<file path="config.mk">
export PLATFORM = sky130hd
export DESIGN_NAME = linked_block_allocator
export DESIGN_NICKNAME = d
export VERILOG_FILES = /design/src/lba_pkg.sv /design/src/lba_free_map.sv /design/src/lba_chain_store.sv /design/src/linked_block_allocator.sv
export SDC_FILE = /design/constraint.sdc
export NUM_CORES = 1
export LEC_CHECK = 0
export BUFFER_PORTS_ARGS = -buffer_cell sky130_fd_sc_hd__buf_2
export CORE_MARGIN = 2
export CORE_UTILIZATION = 54
export DETAILED_ROUTE_END_ITERATION = 8
export PLACE_DENSITY = 0.81
export SYNTH_ARGS = -nofsm -noshare
export SYNTH_HDL_FRONTEND = slang
export SYNTH_SLANG_ARGS = --single-unit
</file>
<file path="constraint.sdc">
create_clock -name clk -period 5.75 [get_ports clk]
set_input_delay 0.2875 -clock clk [delete_from_list [all_inputs] [get_ports clk]]
set_output_delay 0.2875 -clock clk [all_outputs]
set_load 0.01 [all_outputs]
</file>
<file path="src/lba_pkg.sv">
// Shared widths, codes and command structs for the linked block allocator.
`default_nettype none

package lba_pkg;

  localparam int BLOCK_W  = 6;
  localparam int SLOT_W   = 5;
  localparam int SIZE_W   = 7;
  localparam int OP_W     = 2;
  localparam int STATUS_W = 2;

  localparam logic [OP_W-1:0] OP_MARK  = 2'd0;
  localparam logic [OP_W-1:0] OP_ALLOC = 2'd1;
  localparam logic [OP_W-1:0] OP_WALK  = 2'd2;

  localparam logic [STATUS_W-1:0] ST_OK       = 2'd0;
  localparam logic [STATUS_W-1:0] ST_NOBLOCKS = 2'd1;
  localparam logic [STATUS_W-1:0] ST_FULL     = 2'd2;
  localparam logic [STATUS_W-1:0] ST_EMPTY    = 2'd3;

  typedef struct packed {
    logic               set;
    logic [BLOCK_W-1:0] set_addr;
    logic [BLOCK_W-1:0] probe_addr;
  } map_cmd_t;

  typedef struct packed {
    logic               link_we;
    logic [BLOCK_W-1:0] link_waddr;
    logic [BLOCK_W-1:0] link_wdata;
    logic               link_re;
    logic [BLOCK_W-1:0] link_raddr;
    logic               start_we;
    logic               len_we;
    logic [SLOT_W-1:0]  tbl_waddr;
    logic [BLOCK_W-1:0] start_wdata;
    logic [SIZE_W-1:0]  len_wdata;
    logic               tbl_re;
    logic [SLOT_W-1:0]  tbl_raddr;
  } chain_cmd_t;

endpackage

`default_nettype wire

</file>
<file path="src/lba_free_map.sv">
// Free map of blocks: one used bit per block, set on demand, probed at the scan cursor.
`default_nettype none

module lba_free_map import lba_pkg::*; #(
  parameter int NUM_BLOCKS = 64
) (
  input  wire logic     clk,
  input  wire logic     rst,
  input  wire map_cmd_t cmd,
  output logic          probe_used
);

  localparam int AW = $clog2(NUM_BLOCKS);

  logic [NUM_BLOCKS-1:0] used;

  always_ff @(posedge clk) begin
    if (rst) begin
      used <= '0;
    end else if (cmd.set) begin
      used[cmd.set_addr[AW-1:0]] <= 1'b1;
    end
  end

  assign probe_used = used[cmd.probe_addr[AW-1:0]];

endmodule

`default_nettype wire

</file>
<file path="src/lba_chain_store.sv">
// Block link memory and file table (start block and length per file slot).
`default_nettype none

module lba_chain_store import lba_pkg::*; #(
  parameter int NUM_BLOCKS = 64,
  parameter int MAX_FILES  = 32
) (
  input  wire logic       clk,
  input  wire chain_cmd_t cmd,
  output logic [BLOCK_W-1:0] link_rdata,
  output logic [BLOCK_W-1:0] start_rdata,
  output logic [SIZE_W-1:0]  len_rdata
);

  localparam int BAW = $clog2(NUM_BLOCKS);
  localparam int SAW = (MAX_FILES > 1) ? $clog2(MAX_FILES) : 1;

  logic [BLOCK_W-1:0] link_mem  [NUM_BLOCKS];
  logic [BLOCK_W-1:0] start_mem [MAX_FILES];
  logic [SIZE_W-1:0]  len_mem   [MAX_FILES];

  always_ff @(posedge clk) begin
    if (cmd.link_we) begin
      link_mem[cmd.link_waddr[BAW-1:0]] <= cmd.link_wdata;
    end
    if (cmd.link_re) begin
      link_rdata <= link_mem[cmd.link_raddr[BAW-1:0]];
    end
  end

  always_ff @(posedge clk) begin
    if (cmd.start_we) begin
      start_mem[cmd.tbl_waddr[SAW-1:0]] <= cmd.start_wdata;
    end
    if (cmd.len_we) begin
      len_mem[cmd.tbl_waddr[SAW-1:0]] <= cmd.len_wdata;
    end
    if (cmd.tbl_re) begin
      start_rdata <= start_mem[cmd.tbl_raddr[SAW-1:0]];
      len_rdata   <= len_mem[cmd.tbl_raddr[SAW-1:0]];
    end
  end

endmodule

`default_nettype wire

</file>
<file path="src/linked_block_allocator.sv">
// Top level: sequencer for the linked block allocator with its output register.
//
//   channel  dir  handshake          payload
//   s_*      in   tvalid / tready    tuser: op; tdata: block_number, request_size, file_slot
//   m_*      out  tvalid / tready    tdata: out_block, out_slot; tlast: last; tuser: status
//
// A mark request is handled in idle. An allocation scans the free map one block per cycle
// while the output register is free; a chain walk reads the file table, then for each block
// emits it with a link memory read, then steps to the next block.
// Reset clears the free map, the file count and the sequencer; the link and file memories
// are not cleared. A stalled m_tready holds the sequencer at its next result.
`default_nettype none

module linked_block_allocator import lba_pkg::*; #(
  parameter int NUM_BLOCKS = 64,
  parameter int MAX_FILES  = 32
) (
  input  wire logic        clk,
  input  wire logic        rst,
  input  wire logic        s_tvalid,
  output logic             s_tready,
  input  wire logic [23:0] s_tdata,   // block_number[5:0], request_size[12:6], file_slot[17:13]
  input  wire logic [1:0]  s_tuser,   // op[1:0]
  output logic             m_tvalid,
  input  wire logic        m_tready,
  output logic [15:0]      m_tdata,   // out_block[5:0], out_slot[10:6]
  output logic             m_tlast,
  output logic [1:0]       m_tuser    // status[1:0]
);

  localparam int BLK_AW = $clog2(NUM_BLOCKS);
  localparam int CUR_W  = $clog2(NUM_BLOCKS + 1);
  localparam int CNT_W  = $clog2(MAX_FILES + 1);
  localparam logic [CUR_W-1:0]  CUR_LIM = CUR_W'(NUM_BLOCKS);
  localparam logic [CNT_W-1:0]  CNT_LIM = CNT_W'(MAX_FILES);
  localparam logic [SIZE_W-1:0] NB_LIM  = SIZE_W'(NUM_BLOCKS);

  typedef enum logic [5:0] {
    S_IDLE       = 6'b000001,
    S_ALLOC      = 6'b000010,
    S_ALLOC_END  = 6'b000100,
    S_WALK_START = 6'b001000,
    S_WALK       = 6'b010000,
    S_WALK_LINK  = 6'b100000
  } state_t;

  state_t state, state_next;

  logic [CUR_W-1:0]   cursor, cursor_next;
  logic [SIZE_W-1:0]  taken, taken_next;
  logic [SIZE_W-1:0]  want, want_next;
  logic [BLOCK_W-1:0] pend, pend_next;
  logic               have_pend, have_pend_next;
  logic [SLOT_W-1:0]  slot, slot_next;
  logic [CNT_W-1:0]   file_count, file_count_next;
  logic [BLOCK_W-1:0] cur, cur_next;
  logic [SIZE_W-1:0]  remain, remain_next;

  logic [OP_W-1:0]    in_op;
  logic [BLOCK_W-1:0] in_block;
  logic [SIZE_W-1:0]  in_size;
  logic [SLOT_W-1:0]  in_slot;
  logic               accept;
  logic               out_free;

  logic                emit;
  logic [BLOCK_W-1:0]  e_block;
  logic [SLOT_W-1:0]   e_slot;
  logic                e_last;
  logic [STATUS_W-1:0] e_status;

  logic [BLOCK_W-1:0]  out_block;
  logic [SLOT_W-1:0]   out_slot;
  logic                out_last;
  logic [STATUS_W-1:0] out_status;

  map_cmd_t            map_cmd;
  chain_cmd_t          chain_cmd;
  logic                probe_used;
  logic [BLOCK_W-1:0]  link_rdata;
  logic [BLOCK_W-1:0]  start_rdata;
  logic [SIZE_W-1:0]   len_rdata;

  assign in_op    = s_tuser;
  assign in_block = s_tdata[5:0];
  assign in_size  = s_tdata[12:6];
  assign in_slot  = s_tdata[17:13];

  assign s_tready = (state == S_IDLE);
  assign accept   = s_tvalid && s_tready;
  assign out_free = !m_tvalid || m_tready;

  lba_free_map #(.NUM_BLOCKS(NUM_BLOCKS)) u_map (
    .clk        (clk),
    .rst        (rst),
    .cmd        (map_cmd),
    .probe_used (probe_used)
  );

  lba_chain_store #(.NUM_BLOCKS(NUM_BLOCKS), .MAX_FILES(MAX_FILES)) u_store (
    .clk         (clk),
    .cmd         (chain_cmd),
    .link_rdata  (link_rdata),
    .start_rdata (start_rdata),
    .len_rdata   (len_rdata)
  );

  always_comb begin
    state_next      = state;
    cursor_next     = cursor;
    taken_next      = taken;
    want_next       = want;
    pend_next       = pend;
    have_pend_next  = have_pend;
    slot_next       = slot;
    file_count_next = file_count;
    cur_next        = cur;
    remain_next     = remain;

    emit     = 1'b0;
    e_block  = '0;
    e_slot   = '0;
    e_last   = 1'b0;
    e_status = ST_OK;

    map_cmd            = '0;
    map_cmd.probe_addr = BLOCK_W'(cursor[BLK_AW-1:0]);
    chain_cmd          = '0;

    case (state)
      S_IDLE: begin
        if (accept) begin
          case (in_op)
            OP_MARK: begin
              if ({1'b0, in_block} < NB_LIM) begin
                map_cmd.set      = 1'b1;
                map_cmd.set_addr = in_block;
              end
            end
            OP_ALLOC: begin
              want_next      = (in_size == '0) ? SIZE_W'(1) : in_size;
              cursor_next    = '0;
              taken_next     = '0;
              have_pend_next = 1'b0;
              slot_next      = SLOT_W'(file_count);
              state_next     = S_ALLOC;
            end
            OP_WALK: begin
              slot_next           = in_slot;
              chain_cmd.tbl_re    = 1'b1;
              chain_cmd.tbl_raddr = in_slot;
              state_next          = S_WALK_START;
            end
            default: begin
            end
          endcase
        end
      end

      S_ALLOC: begin
        if (out_free) begin
          if (file_count == CNT_LIM) begin
            emit       = 1'b1;
            e_last     = 1'b1;
            e_status   = ST_FULL;
            state_next = S_IDLE;
          end else if (cursor == CUR_LIM) begin
            // Free blocks ran out; whatever was taken still becomes the file.
            emit       = 1'b1;
            e_slot     = slot;
            e_last     = 1'b1;
            e_status   = ST_NOBLOCKS;
            state_next = S_IDLE;
            if (have_pend) begin
              e_block             = pend;
              chain_cmd.len_we    = 1'b1;
              chain_cmd.tbl_waddr = slot;
              chain_cmd.len_wdata = taken;
              file_count_next     = file_count + CNT_W'(1);
            end
          end else if (probe_used) begin
            cursor_next = cursor + CUR_W'(1);
          end else begin
            map_cmd.set      = 1'b1;
            map_cmd.set_addr = map_cmd.probe_addr;
            // The previous block is emitted only once a successor is known.
            if (have_pend) begin
              chain_cmd.link_we    = 1'b1;
              chain_cmd.link_waddr = pend;
              chain_cmd.link_wdata = map_cmd.probe_addr;
              emit                 = 1'b1;
              e_block              = pend;
              e_slot               = slot;
            end else begin
              chain_cmd.start_we    = 1'b1;
              chain_cmd.tbl_waddr   = slot;
              chain_cmd.start_wdata = map_cmd.probe_addr;
            end
            pend_next      = map_cmd.probe_addr;
            have_pend_next = 1'b1;
            taken_next     = taken + SIZE_W'(1);
            cursor_next    = cursor + CUR_W'(1);
            if (taken + SIZE_W'(1) == want) begin
              state_next = S_ALLOC_END;
            end
          end
        end
      end

      S_ALLOC_END: begin
        if (out_free) begin
          emit                = 1'b1;
          e_block             = pend;
          e_slot              = slot;
          e_last              = 1'b1;
          chain_cmd.len_we    = 1'b1;
          chain_cmd.tbl_waddr = slot;
          chain_cmd.len_wdata = taken;
          file_count_next     = file_count + CNT_W'(1);
          state_next          = S_IDLE;
        end
      end

      S_WALK_START: begin
        if (SIZE_W'(slot) >= SIZE_W'(file_count)) begin
          if (out_free) begin
            emit       = 1'b1;
            e_slot     = slot;
            e_last     = 1'b1;
            e_status   = ST_EMPTY;
            state_next = S_IDLE;
          end
        end else begin
          cur_next    = start_rdata;
          remain_next = len_rdata;
          state_next  = S_WALK;
        end
      end

      S_WALK: begin
        if (out_free) begin
          emit                 = 1'b1;
          e_block              = cur;
          e_slot               = slot;
          e_last               = (remain <= SIZE_W'(1));
          chain_cmd.link_re    = 1'b1;
          chain_cmd.link_raddr = cur;
          if (remain <= SIZE_W'(1)) begin
            state_next = S_IDLE;
          end else begin
            remain_next = remain - SIZE_W'(1);
            state_next  = S_WALK_LINK;
          end
        end
      end

      S_WALK_LINK: begin
        cur_next   = link_rdata;
        state_next = S_WALK;
      end

      default: begin
        state_next = S_IDLE;
      end
    endcase
  end

  always_ff @(posedge clk) begin
    if (rst) begin
      state      <= S_IDLE;
      file_count <= '0;
      have_pend  <= 1'b0;
    end else begin
      state      <= state_next;
      file_count <= file_count_next;
      have_pend  <= have_pend_next;
    end
  end

  always_ff @(posedge clk) begin
    cursor <= cursor_next;
    taken  <= taken_next;
    want   <= want_next;
    pend   <= pend_next;
    slot   <= slot_next;
    cur    <= cur_next;
    remain <= remain_next;
  end

  always_ff @(posedge clk) begin
    if (rst) begin
      m_tvalid <= 1'b0;
    end else if (emit) begin
      m_tvalid <= 1'b1;
    end else if (m_tready) begin
      m_tvalid <= 1'b0;
    end
  end

  always_ff @(posedge clk) begin
    if (emit) begin
      out_block  <= e_block;
      out_slot   <= e_slot;
      out_last   <= e_last;
      out_status <= e_status;
    end
  end

  assign m_tdata = {5'b0, out_slot, out_block};
  assign m_tlast = out_last;
  assign m_tuser = out_status;

  a_count_bound: assert property (@(posedge clk) disable iff (rst)
    file_count <= CNT_LIM)
    else $error("file count above table size");

  a_count_step: assert property (@(posedge clk) disable iff (rst)
    (file_count != $past(file_count)) |-> (file_count == $past(file_count) + CNT_W'(1)))
    else $error("file count moved by other than one");

  a_run_open: assert property (@(posedge clk) disable iff (rst)
    (m_tvalid && !m_tlast) |-> (state != S_IDLE))
    else $error("sequencer idle while a run is unfinished");

  a_alloc_short: assert property (@(posedge clk) disable iff (rst)
    (state == S_ALLOC) |-> (taken < want))
    else $error("allocation scan past the requested size");

  a_link_step: assert property (@(posedge clk) disable iff (rst)
    (state == S_WALK_LINK) |-> ($past(state) == S_WALK))
    else $error("link step entered without an emitted block");

endmodule

`default_nettype wire
</file>
# Word level (Yosys, flattened, before mapping)

Memory sizes are Yosys's and may differ from the RTL's. A register that Yosys moved wholly into a read port is not among the register bits.
Index checks and enable logic that the tools add are counted.

Logic and storage cells: 207
Bits of input ports: 30
Memories: 3
Flip-flop bits (word level): 137
Bits in writable memories: 800

Magnitude comparators: 5
Add/sub/neg operators: 4
Bitwise operators: 4
Reduce and logical (&&, ||, !) cells: 22
Muxes and demuxes: 127
Eq/ne operators: 26

Memory list:

| memory            | words | bits a word | rd ports | clocked after Yosys merged registers in | write ports | line                  | RTL |
|---|---|---|---|---|---|---|---|
| u_store.link_mem  | 64    | 6           | 1        | 1                                       | 1           | lba_chain_store.sv:18 | `logic [BLOCK_W-1:0] link_mem [NUM_BLOCKS];` |
| u_store.len_mem   | 32    | 7           | 1        | 1                                       | 1           | lba_chain_store.sv:20 | `logic [SIZE_W-1:0] len_mem [MAX_FILES];` |
| u_store.start_mem | 32    | 6           | 1        | 1                                       | 1           | lba_chain_store.sv:19 | `logic [BLOCK_W-1:0] start_mem [MAX_FILES];` |

Operator list:

| operator              | number |
|---|---|
| $mux W6               | 30 |
| $mux W7               | 23 |
| $mux W13              | 6 |
| $pmux W7 S2           | 5 |
| $or A64 B64 Y64       | 1 |
| $pmux W6 S2           | 4 |
| $mux W20              | 2 |
| $mux W5               | 8 |
| $pmux W6 S6           | 1 |
| $mux W1               | 33 |
| $mux W11              | 2 |
| $ne A2 B2 Y1 const B  | 10 |
| $pmux W6 S3           | 1 |
| $reduce_and A6 Y1     | 3 |
| $pmux W5 S3           | 1 |
| $add A7 B1 Y7 const B | 2 |
| $lt A6 B7 Y1 const B  | 2 |
| $eq A6 B6 Y1 const B  | 2 |
| $reduce_bool A2 Y1    | 6 |
| $pmux W5 S2           | 1 |
| $mux W2               | 4 |
| $ne A4 B4 Y1 const B  | 2 |
| $eq A7 B7 Y1          | 1 |
| $eq A7 B7 Y1 const B  | 1 |
| other kinds (32)      | 37 |

# Longest topological paths before layout

Depth in word-level cells: 12
Gate-level depth with buffers: 14
Depth with buffers taken out: 11

# Modules after synthesis

Synthesis repeated with hierarchy kept, for this count alone.

Cell total of the unflattened synthesis: 2126
Area total of the unflattened synthesis: 38572.0 um^2

Modules (own cells, without submodules):

| module                 | times used | cells each | seq. area each (um^2) | area each (um^2) |
|---|---|---|---|---|
| lba_chain_store        | 1          | 1425       | 24593.6               | 31644.1 |
| linked_block_allocator | 1          | 415        | 2052.0                | 4227.8 |
| lba_free_map           | 1          | 286        | 1281.2                | 2700.1 |

# Worst setup path after synthesis

Ideal clock, no wire load.

Path type: reg-to-reg
From: register cursor[0]
To: memory u_store.link_mem[0][0] (data pin)
Slack: 1.219 ns
Clock period less this slack: 4.531 ns
Setup time: 0.500 ns
Data arrival time: 4.031 ns
Cell stages (with the launch flop): 11
Data required time: 5.250 ns
Buffers on the path: 3
Cells stage by stage: edfxtp_1 -> buf_2 -> buf_4 -> mux4_2 -> and2_1 -> a2111oi_2 -> o2111ai_2 -> o21ai_4 -> buf_8 -> nand2_1 -> nor2_1

RTL lines:

| element                | line                          | RTL |
|---|---|---|
| from (decl)            | linked_block_allocator.sv:49  | `logic [CUR_W-1:0] cursor, cursor_next;` |
| from (signal assigned) | linked_block_allocator.sv:281 | `cursor <= cursor_next;` |
| to (decl)              | lba_chain_store.sv:18         |  |

# Worst setup path after layout

From: register cursor[0]
To: memory u_store.link_mem[53][4] (enable)

Longest elaborated chain between the ends: 9
Elaborated cells between the ends (all ways): 10
Those cells by class: 1 x eq/ne; 9 x mux

Ends and longest elaborated chain:

| element                       | line                          | RTL |
|---|---|---|
| $bmux W1 S6                   | lba_free_map.sv:25            | `assign probe_used = used[cmd.probe_addr[AW-1:0]];` |
| $mux W1 (not written as such) | lba_free_map.sv:25            |  |
| $mux W13                      | linked_block_allocator.sv:181 | `end else if (probe_used) begin` |
| $mux W13 (*)                  | linked_block_allocator.sv:167 | `end else if (cursor == CUR_LIM) begin` |
| $mux W13 (*)                  | linked_block_allocator.sv:162 | `if (file_count == CNT_LIM) begin` |
| $mux W13 (*)                  | linked_block_allocator.sv:161 | `if (out_free) begin` |
| $mux W13 (*)                  | linked_block_allocator.sv:130 | `case (state)` |
| $mux W1                       | lba_chain_store.sv:23         | `if (cmd.link_we) begin` |
| $mux W1 (not written as such) | lba_chain_store.sv:24         | `link_mem[cmd.link_waddr[BAW-1:0]] <= cmd.link_wdata;` |

Mark *: on every way between the ends. The rest lies on a longest branch, timed or not. The select of a mux whose other input is x is not followed.

==> impl_metrics.ini <==
[synth]
mappedNetlistArea_um2 = 39900
synth_seq_area_share_pct = 69.9
netlist.top_cell.by_area = sky130_fd_sc_hd__edfxtp_1
synth.area.top_cells = sky130_fd_sc_hd__edfxtp_1, sky130_fd_sc_hd__dfxtp_1, sky130_fd_sc_hd__mux4_2, sky130_fd_sc_hd__nand2_1, sky130_fd_sc_hd__nor2_1
ys_async_sr_fraction_pct = 0
postSynthAreaPerCell_um2 = 13.3
synth_warnings = 0
synth-edff-count = 878
syn-instance-count = 3011
primary_ff_master_synth = sky130_fd_sc_hd__edfxtp_1
synth_seq_cells = 956
netlist_cell_types = 82
synth.top_cell.area_share_pct = 66.0

[run_status]
run_status = finished, violations left
failed_checks = design-rule violations

[route]
detail_route.first_pass.iterations = 9
drt_first_iter_violations = 3387
drt-vias-per-instance = 6.36
drt_drc_violations_left = 2
vias = 25900
drt_wl_total_um = 95600
detail_route.wl_per_cell_um = 23.5
drtAntennaViolNets = 0

[hold_path]
hold_path_depth = 3
holdPathEnd = slot[4]$_DFFE_PP_
timing.hold.worst.start = s_tdata[17]
min-delay-path-class = primary input to flip-flop

[worst_setup_path]
timing.critical_path.arrival_ns = 5.00
worst_r2r_endpoint = u_store.link_mem[53][4]$_DFFE_PP_
worstSetupStartpoint = cursor[0]$_SDFFCE_PN0P_
reg2reg_setup_slack_ns = 1.03
path_max_fanout = 13
cpPeakStageDelay_ns = 0.76
ff2ff_path_depth = 9
worst_ep_required_time_ns = 6.03
critical_path.slowest_cell = sky130_fd_sc_hd__edfxtp_1
critical_path.endpoint_type = flip-flop
critical_path.startpoint_type = flip-flop
worst-setup-path-type = flip-flop to flip-flop
reg2reg_from = cursor[0]$_SDFFCE_PN0P_
timing.critical_path.cells = buf_4 -> mux4_2 -> mux2_2 -> a2111oi_2 -> o2111ai_2 -> o21ai_4 -> and2_1 -> nand3_2 -> nor3_1

[clock_network]
ctsHtreeMaxLevel = 3
clock_tree.root_cell = sky130_fd_sc_hd__clkbuf_16
clk_transition_reported_paths_ns = 0.06
holdBufCountCts = 8
numCtsBuffers = 91
post-cts-setup-buffer-count = 0
ctsResizeCount = 0
cts-root-to-sink-buffers = 3
clk-insertion-delay-late_ns = 0.67
tritoncts = yes
numClockSinks = 956

[place]
dp_hpwl_um = 58600
detailed_place.area_um2 = 41200
port_buffers = 39
finalWeightedCongestion = 0.918
placed_cells_incl_taps = 3892

[power]
power_frac_comb_pct = 9.4
power_density_nw_per_um2 = 347
p_leak_nw = 15.8
power_share_of_the_clock_group_pct = 39.1
worst_ir_drop_vdd_uv = 293
power.share.sequential_pct = 51.5
cell_internal_pwr_w = 0.0116
switching_share_pct = 24.4
power_switching_w = 0.00375

[timing]
clock.fmax_ghz = 0.212
finalSetupViolCount = 0
min_period_ns = 4.72
grt_setup_unrepaired = no
finalHoldViolations = 0
slew-limit-headroom_pct = 10.5
tightest_slew_ns = 1.33
worst_clock_skew_ns = 0.0294
final_max_slew_viol_count = 0
final.setup.tns_ns = 0
period_utilization_pct = 82.1

[cells_and_area]
leading_cell_type_in_the_layout_fill_and_taps_excluded = sky130_fd_sc_hd__edfxtp_1
finalNetCount = 3079
syn_to_layout_area_delta_pct = 11.0
drive_above_1_share_pct = 12.5
mostFrequentLayoutCells = sky130_fd_sc_hd__edfxtp_1, sky130_fd_sc_hd__nand2_1, sky130_fd_sc_hd__nor2_1
post_layout_nonfiller_instances = 4071
filler_cell_count = 5188
final_design_area_no_fill_um2 = 44300
finish.utilization_pct = 60.7

[global_routing]
grt_start_max_net_pins = 99
total_routing_usage_gr_pct = 24.8
grt_pass1_vias = 24900
antenna_found_initial = 3
grt.overflow.total = 0
grt_first_pass_wirelength_um = 144000

[floorplan]
coreArea_um2 = 73100
fp.dieArea_um2 = 76200
io-pin-count = 51
std_cell_rows = 99
die_height_um = 276
initial_core_util_pct = 54.7
die-width_um = 276

[run]
cap_viol_max_count = 0
## registers in the layout, indices dropped and copies added, names as in the netlist, 6 cells and up
name and flops:
cur 6, cursor 7, file_count 6, out_block 6, pend 6, remain 7
state 6, taken 7, u_map.used 64, u_store.len_mem 224, u_store.len_rdata 7, u_store.link_mem 384
u_store.link_rdata 6, u_store.start_mem 192, u_store.start_rdata 6, want 7
## synthesized netlist by cell type (all sizes together), types with 18 or more instances
cell    instances
nand3         135
nand4          27
xnor2          18
a31oi          39
o221ai         40
nor2          300
dfxtp          78
o21ai         101
nand2         309
o22ai         105
a22oi          40
a21oi         167
nor4           23
edfxtp        878
inv            95
mux2i          46
mux4           56
clkbuf        157
nor2b          23
and3           38
nand2b         24
nor3           56
buf            44
mux2           25
o211ai         20
## layer usage
layer	vias up	share of wire, %	track usage [%]
met5	-	0	0
met4	0	3.9	9.83
met1	12700	37	32.5
met2	1545	49	41.5
met3	240	9.5	4.40
li1	11400	-	-
## worst max path at each step
| stage | end | slack (ns) | depth (start not counted) |
|---|---|---|---|
| 2_1_floorplan | u_store.link_mem[0][0]$_DFFE_PP_ | 1.22 | 10 |
| 3_3_place_gp | u_store.link_mem[53][2]$_DFFE_PP_ | 1.19 | 9 |
| 3_5_place_dp | u_store.link_mem[53][4]$_DFFE_PP_ | 1.09 | 9 |
| 4_1_cts | u_store.link_mem[53][4]$_DFFE_PP_ | 1.08 | 9 |
| 5_1_grt | u_store.link_mem[37][0]$_DFFE_PP_ | 0.75 | 9 |
| 6_report | u_store.link_mem[53][4]$_DFFE_PP_ | 1.03 | 9 |
## power by group through the flow
stage / Combinational [W] / Sequential, W / Clock [W]
after global placement: 0.00138 / 0.00805 / 0
after detailed placement: 0.00141 / 0.00806 / 0
final: 0.00145 / 0.00792 / 0.00602
after floorplan: 0.00108 / 0.00791 / 0
after global routing: 0.00157 / 0.00794 / 0.00632
after CTS: 0.00143 / 0.00791 / 0.00604
## final cells by class
cell class	count	area (µm²)	area share [%]
diodes	2	5.00	0.0113
clock buffers	118	2430	5.48
clock inverters	51	571	1.29
inverters	100	375	0.847
multi-input cells	1758	10900	24.7
flip-flops and latches	956	27900	63.0
well taps	959	1200	2.71
repair buffers	127	891	2.01
## cells by family after synthesis
family          after synthesis  synth area share (%)
compound gates              593                  9.66
xor+xnor                     28                 0.614
fa+ha+maj                    15                 0.470
buf+inv                     301                  3.01
flops                       956                  69.9
mux                         127                  5.02
other cells                   1               0.00939
simple gates                990                  11.3
## critical path: cells and delay by family, from the launching register on
family / cells / cell delay, ns
flip-flops: 1 / 0.76
AND/OR/NAND/NOR: 3 / 1.65
buffers and inverters: 1 / 0.27
multiplexers: 2 / 0.78
AO/OA/AOI/OAI: 3 / 0.87
## per-stage QoR
stage / power, W / hold WS (ns) / worst slack, ns
finish: 0.0154 / 0.0288 / 1.03
global placement: 0.00943 / 0.437 / 1.19
CTS: 0.0154 / 0.00246 / 1.08
global route: 0.0158 / 0.0216 / 0.753
floorplan: 0.00900 / 0.422 / 1.22
detailed placement: 0.00947 / 0.442 / 1.09
No activity file was read; power rests on OpenSTA's default activity.
